**config.mk**
```make
export PLATFORM = sky130hd
export DESIGN_NAME = caesar_shift_frequency_cracker_top
export DESIGN_NICKNAME = d
export VERILOG_FILES = /design/src/rtl/csfc_pkg.sv /design/src/rtl/csfc_hist.sv /design/src/rtl/csfc_wtab.sv /design/src/rtl/csfc_score.sv /design/src/rtl/caesar_shift_frequency_cracker_top.sv
export SDC_FILE = /design/constraint.sdc
export NUM_CORES = 2
export LEC_CHECK = 0
export BUFFER_PORTS_ARGS = -buffer_cell sky130_fd_sc_hd__buf_4
export CAP_MARGIN = 30
export CORE_ASPECT_RATIO = 1.25
export CORE_MARGIN = 5
export CORE_UTILIZATION = 39
export CTS_CLUSTER_SIZE = 12
export DETAILED_ROUTE_END_ITERATION = 12
export GPL_ROUTABILITY_DRIVEN = 0
export GPL_TIMING_DRIVEN = 0
export MAX_ROUTING_LAYER = met4
export PLACE_DENSITY = 0.59
export SLEW_MARGIN = 20
export SYNTH_ARGS = -nofsm -noshare
export SYNTH_HDL_FRONTEND = slang
export SYNTH_SLANG_ARGS = --single-unit
```
**constraint.sdc**
```tcl
create_clock -name i_clk -period 9.59 [get_ports i_clk]
set_clock_uncertainty 0.2 [all_clocks]
set_input_delay 0 -clock i_clk [delete_from_list [all_inputs] [get_ports i_clk]]
set_output_delay 0 -clock i_clk [all_outputs]
set_load 0.01 [all_outputs]
```
**src/rtl/csfc_pkg.sv**
```systemverilog
`timescale 1ns / 1ps
// ----------------------------------------------------------------------------
// csfc_pkg
// Shared types, codes and widths of the shift-cipher frequency cracker.
// ----------------------------------------------------------------------------
package csfc_pkg;

    // request codes
    localparam logic [1:0] CMD_LOAD = 2'd0;
    localparam logic [1:0] CMD_BYTE = 2'd1;
    localparam logic [1:0] CMD_EVAL = 2'd2;

    localparam int NUM_LETTERS  = 26;
    localparam int LETTER_W     = 5;
    localparam int WEIGHT_IN_W  = 16;
    localparam int SCORE_W      = 45;

    localparam int DEF_COUNT_WIDTH  = 24;
    localparam int DEF_WEIGHT_WIDTH = 16;

    localparam logic [LETTER_W-1:0] LAST_LETTER = LETTER_W'(NUM_LETTERS - 1);
    localparam logic [LETTER_W-1:0] FIRST_SHIFT = LETTER_W'(1);
    localparam logic [LETTER_W-1:0] LAST_SHIFT  = LETTER_W'(NUM_LETTERS);

    localparam logic [7:0] UPPER_A = 8'd65;
    localparam logic [7:0] UPPER_Z = 8'd90;
    localparam logic [7:0] LOWER_A = 8'd97;
    localparam logic [7:0] LOWER_Z = 8'd122;

    localparam logic [SCORE_W-1:0] SCORE_MAX = {SCORE_W{1'b1}};

    // read addresses driven by the scoring sequencer
    typedef struct packed {
        logic                active;
        logic [LETTER_W-1:0] cnt_addr;
        logic [LETTER_W-1:0] wt_addr;
    } t_scan_rd;

endpackage

```
**src/rtl/csfc_hist.sv**
```systemverilog
`timescale 1ns / 1ps
// ----------------------------------------------------------------------------
// csfc_hist
// Letter histogram memory with a read-modify-write byte pipeline.
// ----------------------------------------------------------------------------
module csfc_hist import csfc_pkg::*; #(
    parameter int COUNT_WIDTH = DEF_COUNT_WIDTH
) (
    input  logic                   i_clk,
    input  logic                   i_rst_n,
    input  logic                   i_byte_vld,
    input  logic [7:0]             i_char_code,
    input  t_scan_rd               i_scan,
    input  logic                   i_clear,
    output logic [COUNT_WIDTH-1:0] o_cnt_q
);

    logic [COUNT_WIDTH-1:0] mem [0:NUM_LETTERS-1];
    logic [NUM_LETTERS-1:0] r_vld;

    logic [COUNT_WIDTH-1:0] r_q;
    logic                   r_qv;

    logic                   r_p1_vld;
    logic [LETTER_W-1:0]    r_p1_idx;

    logic                   r_wr_vld;
    logic [LETTER_W-1:0]    r_wr_idx;
    logic [COUNT_WIDTH-1:0] r_wr_data;

    logic [7:0]             up_diff;
    logic [7:0]             lo_diff;
    logic                   is_upper;
    logic                   is_lower;
    logic [LETTER_W-1:0]    byte_idx;
    logic [LETTER_W-1:0]    rd_addr;
    logic [COUNT_WIDTH-1:0] cur_cnt;
    logic [COUNT_WIDTH-1:0] n_cnt;

    assign up_diff  = i_char_code - UPPER_A;
    assign lo_diff  = i_char_code - LOWER_A;
    assign is_upper = (i_char_code >= UPPER_A) && (i_char_code <= UPPER_Z);
    assign is_lower = (i_char_code >= LOWER_A) && (i_char_code <= LOWER_Z);
    assign byte_idx = is_upper ? up_diff[LETTER_W-1:0] : lo_diff[LETTER_W-1:0];
    assign rd_addr  = i_scan.active ? i_scan.cnt_addr : byte_idx;

    assign o_cnt_q = r_qv ? r_q : '0;

    // take the value held in the write stage when the same letter repeats
    assign cur_cnt = (r_wr_vld && (r_wr_idx == r_p1_idx)) ? r_wr_data : o_cnt_q;
    assign n_cnt   = (&cur_cnt) ? cur_cnt : cur_cnt + 1'b1;

    always_ff @(posedge i_clk) begin
        r_q  <= mem[rd_addr];
        r_qv <= r_vld[rd_addr];
        if (r_p1_vld) begin
            mem[r_p1_idx] <= n_cnt;
        end
        r_p1_idx  <= byte_idx;
        r_wr_idx  <= r_p1_idx;
        r_wr_data <= n_cnt;
    end

    always_ff @(posedge i_clk) begin
        if (!i_rst_n) begin
            r_vld    <= '0;
            r_p1_vld <= 1'b0;
            r_wr_vld <= 1'b0;
        end else begin
            r_p1_vld <= i_byte_vld && (is_upper || is_lower);
            r_wr_vld <= r_p1_vld;
            if (i_clear) begin
                r_vld <= '0;
            end else if (r_p1_vld) begin
                r_vld[r_p1_idx] <= 1'b1;
            end
        end
    end

`ifndef ASSERT_OFF
    a_no_write_during_scan: assert property (@(posedge i_clk) disable iff (!i_rst_n)
        i_scan.active |-> !r_p1_vld)
        else $error("byte write overlaps scan");
    a_clear_when_quiet: assert property (@(posedge i_clk) disable iff (!i_rst_n)
        i_clear |-> (!r_p1_vld && !i_byte_vld))
        else $error("histogram cleared with a byte in flight");
`endif

endmodule

```
**src/rtl/csfc_wtab.sv**
```systemverilog
`timescale 1ns / 1ps
// ----------------------------------------------------------------------------
// csfc_wtab
// Reference weight memory, loaded per letter and read by the scan.
// ----------------------------------------------------------------------------
module csfc_wtab import csfc_pkg::*; #(
    parameter int WEIGHT_WIDTH = DEF_WEIGHT_WIDTH
) (
    input  logic                    i_clk,
    input  logic                    i_rst_n,
    input  logic                    i_load,
    input  logic [LETTER_W-1:0]     i_letter_index,
    input  logic [WEIGHT_IN_W-1:0]  i_weight,
    input  t_scan_rd                i_scan,
    output logic [WEIGHT_WIDTH-1:0] o_wt_q
);

    logic [WEIGHT_WIDTH-1:0] mem [0:NUM_LETTERS-1];
    logic [NUM_LETTERS-1:0]  r_vld;
    logic [WEIGHT_WIDTH-1:0] r_q;
    logic                    r_qv;
    logic [WEIGHT_WIDTH-1:0] w_sat;
    logic                    wr_en;

    generate
        if (WEIGHT_WIDTH >= WEIGHT_IN_W) begin : g_wide
            assign w_sat = WEIGHT_WIDTH'(i_weight);
        end else begin : g_narrow
            // clamp to the widest storable weight
            assign w_sat = (|i_weight[WEIGHT_IN_W-1:WEIGHT_WIDTH]) ? '1
                                                                   : i_weight[WEIGHT_WIDTH-1:0];
        end
    endgenerate

    assign wr_en  = i_load && (i_letter_index <= LAST_LETTER);
    assign o_wt_q = r_qv ? r_q : '0;

    always_ff @(posedge i_clk) begin
        r_q  <= mem[i_scan.wt_addr];
        r_qv <= r_vld[i_scan.wt_addr];
        if (wr_en) begin
            mem[i_letter_index] <= w_sat;
        end
    end

    always_ff @(posedge i_clk) begin
        if (!i_rst_n) begin
            r_vld <= '0;
        end else if (wr_en) begin
            r_vld[i_letter_index] <= 1'b1;
        end
    end

endmodule

```
**src/rtl/csfc_score.sv**
```systemverilog
`timescale 1ns / 1ps
// ----------------------------------------------------------------------------
// csfc_score
// Scan sequencer, multiplier and saturating accumulator that pick the best
// shift.
// ----------------------------------------------------------------------------
module csfc_score import csfc_pkg::*; #(
    parameter int COUNT_WIDTH  = DEF_COUNT_WIDTH,
    parameter int WEIGHT_WIDTH = DEF_WEIGHT_WIDTH
) (
    input  logic                    i_clk,
    input  logic                    i_rst_n,
    input  logic                    i_start,
    input  logic [COUNT_WIDTH-1:0]  i_cnt_q,
    input  logic [WEIGHT_WIDTH-1:0] i_wt_q,
    output t_scan_rd                o_scan,
    output logic                    o_done,
    output logic [LETTER_W-1:0]     o_best_shift,
    output logic [SCORE_W-1:0]      o_best_score
);

    localparam int PROD_W = COUNT_WIDTH + WEIGHT_WIDTH;
    localparam int SUM_W  = ((PROD_W > SCORE_W) ? PROD_W : SCORE_W) + 1;

    // issue stage
    logic                r_run;
    logic [LETTER_W-1:0] r_c;
    logic [LETTER_W-1:0] r_w;
    logic [LETTER_W-1:0] r_wb;
    logic [LETTER_W-1:0] r_s;

    // read data stage
    logic                r_a_vld;
    logic                r_a_last;
    logic                r_a_end;
    logic [LETTER_W-1:0] r_a_shift;

    // product stage
    logic [PROD_W-1:0]   r_prod;
    logic                r_b_vld;
    logic                r_b_last;
    logic                r_b_end;
    logic [LETTER_W-1:0] r_b_shift;

    // accumulate stage
    logic [SCORE_W-1:0]  r_acc;
    logic [SCORE_W-1:0]  r_best;
    logic [LETTER_W-1:0] r_best_shift;
    logic                r_done;

    logic                issue_last;
    logic                issue_end;
    logic [LETTER_W-1:0] n_w;
    logic [LETTER_W-1:0] n_wb;
    logic [SUM_W-1:0]    n_sum;
    logic [SCORE_W-1:0]  n_acc;

    assign issue_last = (r_c == LAST_LETTER);
    assign issue_end  = issue_last && (r_s == LAST_SHIFT);
    assign n_w        = (r_w == LAST_LETTER) ? '0 : r_w + 1'b1;
    assign n_wb       = (r_wb == LAST_LETTER) ? '0 : r_wb + 1'b1;

    assign n_sum = SUM_W'(r_acc) + SUM_W'(r_prod);
    assign n_acc = (|n_sum[SUM_W-1:SCORE_W]) ? SCORE_MAX : n_sum[SCORE_W-1:0];

    assign o_scan.active   = r_run;
    assign o_scan.cnt_addr = r_c;
    assign o_scan.wt_addr  = r_w;
    assign o_done          = r_done;
    assign o_best_shift    = r_best_shift;
    assign o_best_score    = r_best;

    always_ff @(posedge i_clk) begin
        r_a_last  <= issue_last;
        r_a_end   <= issue_end;
        r_a_shift <= r_s;
        r_prod    <= PROD_W'(i_cnt_q) * PROD_W'(i_wt_q);
        r_b_last  <= r_a_last;
        r_b_end   <= r_a_end;
        r_b_shift <= r_a_shift;
    end

    always_ff @(posedge i_clk) begin
        if (!i_rst_n) begin
            r_run        <= 1'b0;
            r_c          <= '0;
            r_w          <= '0;
            r_wb         <= '0;
            r_s          <= FIRST_SHIFT;
            r_a_vld      <= 1'b0;
            r_b_vld      <= 1'b0;
            r_acc        <= '0;
            r_best       <= '0;
            r_best_shift <= '0;
            r_done       <= 1'b0;
        end else begin
            r_a_vld <= r_run;
            r_b_vld <= r_a_vld;
            r_done  <= 1'b0;
            if (i_start) begin
                r_run        <= 1'b1;
                r_c          <= '0;
                r_w          <= FIRST_SHIFT;
                r_wb         <= FIRST_SHIFT;
                r_s          <= FIRST_SHIFT;
                r_acc        <= '0;
                r_best       <= '0;
                r_best_shift <= '0;
            end else if (r_run) begin
                if (issue_last) begin
                    // advance to the next shift
                    r_c  <= '0;
                    r_s  <= r_s + 1'b1;
                    r_wb <= n_wb;
                    r_w  <= n_wb;
                    if (issue_end) begin
                        r_run <= 1'b0;
                    end
                end else begin
                    r_c <= r_c + 1'b1;
                    r_w <= n_w;
                end
            end
            if (r_b_vld) begin
                if (r_b_last) begin
                    r_acc <= '0;
                    // strict compare keeps the lowest shift on ties
                    if (n_acc > r_best) begin
                        r_best       <= n_acc;
                        r_best_shift <= r_b_shift;
                    end
                    r_done <= r_b_end;
                end else begin
                    r_acc <= n_acc;
                end
            end
        end
    end

`ifndef ASSERT_OFF
    a_done_after_drain: assert property (@(posedge i_clk) disable iff (!i_rst_n)
        r_done |-> (!r_run && !r_a_vld && !r_b_vld))
        else $error("scan finished with work in flight");
    a_start_when_idle: assert property (@(posedge i_clk) disable iff (!i_rst_n)
        i_start |-> (!r_run && !r_a_vld && !r_b_vld))
        else $error("scan started while busy");
    a_shift_range: assert property (@(posedge i_clk) disable iff (!i_rst_n)
        r_done |-> (r_best_shift <= LAST_SHIFT))
        else $error("best shift out of range");
`endif

endmodule

```
**src/rtl/caesar_shift_frequency_cracker_top.sv**
```systemverilog
`timescale 1ns / 1ps
// ----------------------------------------------------------------------------
// caesar_shift_frequency_cracker_top
// Cracks a shift cipher by scoring letter counts against reference weights.
// ----------------------------------------------------------------------------
// Input channel (i_valid / o_ready) carries one request: a weight load, a
// ciphertext byte or an evaluate. Loads and bytes are taken one per cycle
// while idle; a byte runs a pipelined read-modify-write on the histogram
// memory, with forwarding when the same letter repeats.
// An evaluate walks 26 shifts times 26 letters through one multiplier, one
// product per cycle, then drains the read, product and accumulate stages;
// o_ready stays low all the while. The result (shift, score) then sits
// in the output register (o_valid / i_ready) and the histogram is cleared.
// If the receiver stalls with an earlier result still waiting, the new result
// is held and o_ready stays low until the output register frees up.
// Reset (synchronous, active low) marks all weights and counts as zero.
// ----------------------------------------------------------------------------
module caesar_shift_frequency_cracker_top import csfc_pkg::*; #(
    parameter int COUNT_WIDTH  = DEF_COUNT_WIDTH,
    parameter int WEIGHT_WIDTH = DEF_WEIGHT_WIDTH
) (
    input  logic                   i_clk,
    input  logic                   i_rst_n,
    input  logic                   i_valid,
    output logic                   o_ready,
    input  logic [1:0]             i_cmd,
    input  logic [7:0]             i_char_code,
    input  logic [LETTER_W-1:0]    i_letter_index,
    input  logic [WEIGHT_IN_W-1:0] i_weight,
    output logic                   o_valid,
    input  logic                   i_ready,
    output logic [LETTER_W-1:0]    o_best_shift,
    output logic [SCORE_W-1:0]     o_best_score
);

    localparam logic [1:0] S_IDLE = 2'd0;
    localparam logic [1:0] S_SCAN = 2'd1;
    localparam logic [1:0] S_HOLD = 2'd2;

    logic [1:0]              r_state;
    logic [1:0]              n_state;
    logic                    r_out_vld;
    logic [LETTER_W-1:0]     r_out_shift;
    logic [SCORE_W-1:0]      r_out_score;

    logic                    accept;
    logic                    start;
    logic                    out_free;
    logic                    load_out;
    logic                    score_done;
    logic [LETTER_W-1:0]     best_shift;
    logic [SCORE_W-1:0]      best_score;
    t_scan_rd                scan;
    logic [COUNT_WIDTH-1:0]  cnt_q;
    logic [WEIGHT_WIDTH-1:0] wt_q;

    assign o_ready      = (r_state == S_IDLE);
    assign accept       = i_valid && o_ready;
    assign start        = accept && (i_cmd == CMD_EVAL);
    assign out_free     = !r_out_vld || i_ready;
    assign o_valid      = r_out_vld;
    assign o_best_shift = r_out_shift;
    assign o_best_score = r_out_score;

    csfc_hist #(
        .COUNT_WIDTH (COUNT_WIDTH)
    ) u_hist (
        .i_clk       (i_clk),
        .i_rst_n     (i_rst_n),
        .i_byte_vld  (accept && (i_cmd == CMD_BYTE)),
        .i_char_code (i_char_code),
        .i_scan      (scan),
        .i_clear     (score_done),
        .o_cnt_q     (cnt_q)
    );

    csfc_wtab #(
        .WEIGHT_WIDTH (WEIGHT_WIDTH)
    ) u_wtab (
        .i_clk          (i_clk),
        .i_rst_n        (i_rst_n),
        .i_load         (accept && (i_cmd == CMD_LOAD)),
        .i_letter_index (i_letter_index),
        .i_weight       (i_weight),
        .i_scan         (scan),
        .o_wt_q         (wt_q)
    );

    csfc_score #(
        .COUNT_WIDTH  (COUNT_WIDTH),
        .WEIGHT_WIDTH (WEIGHT_WIDTH)
    ) u_score (
        .i_clk        (i_clk),
        .i_rst_n      (i_rst_n),
        .i_start      (start),
        .i_cnt_q      (cnt_q),
        .i_wt_q       (wt_q),
        .o_scan       (scan),
        .o_done       (score_done),
        .o_best_shift (best_shift),
        .o_best_score (best_score)
    );

    always_comb begin
        n_state  = r_state;
        load_out = 1'b0;
        unique case (r_state)
            S_IDLE: begin
                if (start) begin
                    n_state = S_SCAN;
                end
            end
            S_SCAN: begin
                if (score_done) begin
                    load_out = out_free;
                    n_state  = out_free ? S_IDLE : S_HOLD;
                end
            end
            S_HOLD: begin
                // wait for the receiver to take the earlier result
                if (out_free) begin
                    load_out = 1'b1;
                    n_state  = S_IDLE;
                end
            end
            default: begin
                n_state = S_IDLE;
            end
        endcase
    end

    always_ff @(posedge i_clk) begin
        if (load_out) begin
            r_out_shift <= best_shift;
            r_out_score <= best_score;
        end
    end

    always_ff @(posedge i_clk) begin
        if (!i_rst_n) begin
            r_state   <= S_IDLE;
            r_out_vld <= 1'b0;
        end else begin
            r_state <= n_state;
            if (load_out) begin
                r_out_vld <= 1'b1;
            end else if (i_ready) begin
                r_out_vld <= 1'b0;
            end
        end
    end

`ifndef ASSERT_OFF
    a_hold_means_busy_out: assert property (@(posedge i_clk) disable iff (!i_rst_n)
        (r_state == S_HOLD) |-> r_out_vld)
        else $error("result held while output register is free");
    a_done_only_in_scan: assert property (@(posedge i_clk) disable iff (!i_rst_n)
        score_done |-> (r_state == S_SCAN))
        else $error("scan result outside of scan");
`endif

endmodule

```
==> flow_metrics.env <==
export IMPL_yosys_warnings=0
export IMPL_synthesis_nets=5460
export IMPL_finalSetupTns_ns=0
export IMPL_clock_root_buffer="clkbuf_16"
export IMPL_area_growth_pct=15.8
export IMPL_synth_compound_area_frac=0.0567
export IMPL_final_area_mm2=0.0784
export IMPL_placed_area_mm2=0.0732
export IMPL_topRoutingLayerUsed="met4"
export IMPL_synth_most_common_cell="edfxtp_1"
export IMPL_r2r_slack_ns=0.43
export IMPL_vdd_ir_drop_max_uv=143
export IMPL_wl_met3_um=10700
export IMPL_finalCriticalPeriod_ns=9.16
export IMPL_wl_per_cell_um=24.4
export IMPL_power_leakage_nw=28.4
export IMPL_critical_path_class="reg -> reg"
export IMPL_ios=87
export IMPL_met1_length_um=72000
export IMPL_synth_xor_area_frac=0.0147
export IMPL_drtIter0Drc=3209
export IMPL_start_util=0.391
export IMPL_synth_cell_types=88
export IMPL_worst_slack_ns=0.426
export IMPL_p_int_mw=9.96
export IMPL_hold_violations=0
export IMPL_grt_pass1_vias=42564
export IMPL_synthSimpleGateAreaFrac=0.0796
export IMPL_required_ns=10.07
export IMPL_comb_power_share=0.087
export IMPL_grt_pass1_wl_um=275000
export IMPL_synth_commonest_cells="1090 x edfxtp_1, 545 x nand2_1, 436 x inv_1, 375 x nor2_1, 307 x fa_1"
export IMPL_htree_levels=4
export IMPL_synth_area_leaders="edfxtp_1 48%, fa_1 9.1%, dfxtp_1 9.0%"
export IMPL_fmax_ghz=0.109
export IMPL_worst_hold_path_type="in -> reg"
export IMPL_dp_hpwl_um=137000
export IMPL_cts_sinks=1396
export IMPL_ant_nets=0
export IMPL_fin_util=0.452
export IMPL_pwr_share_clk=0.404
export IMPL_routed_via_count=41173
export IMPL_synthMuxAreaShare=0.106
export IMPL_worstMarginPinSlew_ns=1.04
export IMPL_maxCapViolations=0
export IMPL_start_kind="flip-flop"
export IMPL_place_ws_ns=0.457
export IMPL_syn_area_per_cell_um2=13.8
export IMPL_cts_tree="yes"
export IMPL_grtUsageTotal=0.210
export IMPL_dieArea_mm2=0.182
export IMPL_p_per_area_mw_per_mm2=167
export IMPL_num_rows=171
export IMPL_antenna_found_initial=15
export IMPL_first_pass_iters=5
export IMPL_syn_cell_area_mm2=0.0677
export IMPL_die_h_um=476
export IMPL_synth_top_cell_area_share=0.483
export IMPL_maxSlewViolCount=0
export IMPL_cts_inserted_buffers=142
export IMPL_route_met2_wl_um=92500
export IMPL_fin_nets=5851
export IMPL_fillCellCount=15347
export IMPL_drcViolationCount=0
export IMPL_grt_overflow_total=0
export IMPL_drive_above_1_share=0.155
export IMPL_swShare=0.238
export IMPL_io_buffers=86
export IMPL_cp_end_kind="flip-flop"
export IMPL_clock_latency_ns=0.79
export IMPL_cp_data_arrival_time_ns=9.65
export IMPL_dominantRegCellSynth="edfxtp_1"
export IMPL_pwr_share_seq=0.509
export IMPL_period_share=0.956
export IMPL_grt_setup_unrepaired="false"
export IMPL_synth_edf_count=1090
export IMPL_core_area_mm2=0.173
export IMPL_grt_max_degree=28
export IMPL_yosysSeqAreaShare=0.574
export IMPL_synth_top_family_by_area="adder cells"
export IMPL_path_max_fanout=10
export IMPL_cts_resized=0
export IMPL_ys_ff_latch=1396
export IMPL_status="complete, no violations"
export IMPL_async_reset_ff_frac=0
export IMPL_routed_wl_um=187000
export IMPL_relSlewSlack=0.305
export IMPL_whs_ns=0.0934
export IMPL_viasPerCell=5.39
export IMPL_setup_viol=0
export IMPL_clockBufferDepth=3
export IMPL_syn_inst=4906
export IMPL_p_sw_mw=3.12
export IMPL_yosysTopAreaCell="edfxtp_1"
export IMPL_yosys_area_share_adder=0.130
export IMPL_die_w_um=383
export IMPL_clkSlewWorstSetupHoldPaths_ns=0.06
==> critical path: stages, from the launching register on <==
cell	delay, ns
dfxtp_1	0.48
clkbuf_1	0.39
clkbuf_1	0.38
clkbuf_1	0.36
and2_1	0.38
clkbuf_1	0.48
nand2_1	0.17
fa_1	0.57
inv_1	0.05
fa_1	0.50
fa_1	0.58
fa_1	0.44
fa_1	0.49
inv_1	0.05
fa_1	0.47
inv_1	0.04
ha_1	0.26
clkbuf_1	0.26
and4_1	0.38
nand4_1	0.17
o211ai_1	0.18
a41oi_2	0.13
o311ai_0	0.94
o22ai_1	0.26
o21a_1	0.25
xnor2_1	0.19
==> state kept, by name, summed over array words and instances, names as in the netlist, 2 cells and up <==
| name | flops |
|---|---|
| o_best_shift | 5 |
| u_score.r_acc | 45 |
| u_wtab.mem | 416 |
| u_score.r_wb | 5 |
| u_score.r_a_shift | 5 |
| u_hist.r_q | 24 |
| u_wtab.r_vld | 26 |
| u_hist.r_wr_data | 24 |
| u_score.r_s | 5 |
| u_hist.r_wr_idx | 5 |
| u_score.r_b_shift | 5 |
| u_score.r_prod | 40 |
| r_state | 2 |
| u_score.r_w | 5 |
| u_score.o_best_score | 45 |
| u_score.o_best_shift | 5 |
| u_wtab.r_q | 16 |
| u_hist.r_vld | 26 |
| u_hist.mem | 624 |
| o_best_score | 45 |
| u_score.r_c | 5 |
| u_hist.r_p1_idx | 5 |
==> through the flow <==
step,power [mW],cells
2_1_floorplan,7.35,4906
3_3_place_gp,7.80,7241
3_5_place_dp,7.89,7322
4_1_cts,13.2,7608
5_1_grt,13.5,7639
6_report,13.1,7641
==> final timing paths <==
| path | cells past startpoint | end | startpoint |
|---|---|---|---|
| setup / recovery | 25 | u_score.r_prod[38]$_DFF_P_ | u_hist.r_qv$_DFF_P_ |
| hold / removal | 2 | u_wtab.mem[20][0]$_DFFE_PP_ | i_weight[0] |
| setup reg to reg | 25 | u_score.r_prod[38]$_DFF_P_ | u_hist.r_qv$_DFF_P_ |
| hold reg to reg | 0 | u_score.r_b_shift[4]$_DFF_P_ | u_score.r_a_shift[4]$_DFF_P_ |
==> cells by family after synthesis <==
| family | after synthesis |
|---|---|
| muxes | 374 |
| buffers and inverters | 680 |
| and+or+nand+nor | 1238 |
| AOI/OAI and AO/OA | 587 |
| DFF | 1396 |
| adders and majority gates | 519 |
| xor gates and xnor gates | 112 |
==> layout make-up <==
class | count | area, um2 | area share
Multi-Input combinational cell | 2830 | 26800 | 0.342
Buffer | 242 | 1020 | 0.0130
Timing Repair Buffer | 247 | 2910 | 0.0371
Antenna cell | 15 | 37.5 | 0.000479
Clock buffer | 194 | 3880 | 0.0495
Inverter | 438 | 1640 | 0.0210
Clock inverter | 30 | 443 | 0.00565
Tap cell | 2249 | 2810 | 0.0359
Sequential cell | 1396 | 38900 | 0.496
==> power by group through the flow <==
stage               clock [mW]  combinational (mW)  sequential [mW]
finish                    5.28                1.14             6.65
global route              5.64                1.20             6.65
CTS                       5.39                1.13             6.65
detailed placement           0                1.11             6.78
global placement             0                1.01             6.79
floorplan                    0               0.591             6.76
==> metal layers <==
layer / global-route usage / vias to the layer above
met4: 0.109 / 0
met2: 0.350 / 1391
li1: - / 18371
met5: - / -
met3: 0.0338 / 483
met1: 0.248 / 20928
==> layout by cell type, fill, tap and decap left out, types with 12 or more instances in the layout <==
cell type	count
a31oi_1	34
nor2_1	321
diode_2	15
o21a_1	44
buf_8	18
fa_1	307
ha_1	212
nand4_1	30
o211ai_1	13
edfxtp_1	1090
buf_4	94
and3_1	14
o21ai_0	155
buf_16	26
buf_6	50
buf_2	30
a211oi_1	34
nor2b_1	31
and2_1	48
dlygate4sd3_1	62
xor2_1	35
a22o_1	36
mux2_2	44
dfxtp_1	306
nand2_1	545
xnor2_2	16
xnor2_1	55
o21bai_1	12
nor3_1	20
clkbuf_16	145
inv_1	436
buf_1	32
clkbuf_1	211
mux2i_1	58
a21o_1	46
mux4_2	269
nor2_4	46
a21oi_1	131
nand3_1	95
==> what timing repair did <==
| item | in CTS | in global routing |
|---|---|---|
| endpoints found under the hold margin | 911 | 0 |
| hold buffers | 62 | 0 |
| buffers inserted | 0 | 0 |
Power figures use the tool's default switching activity.
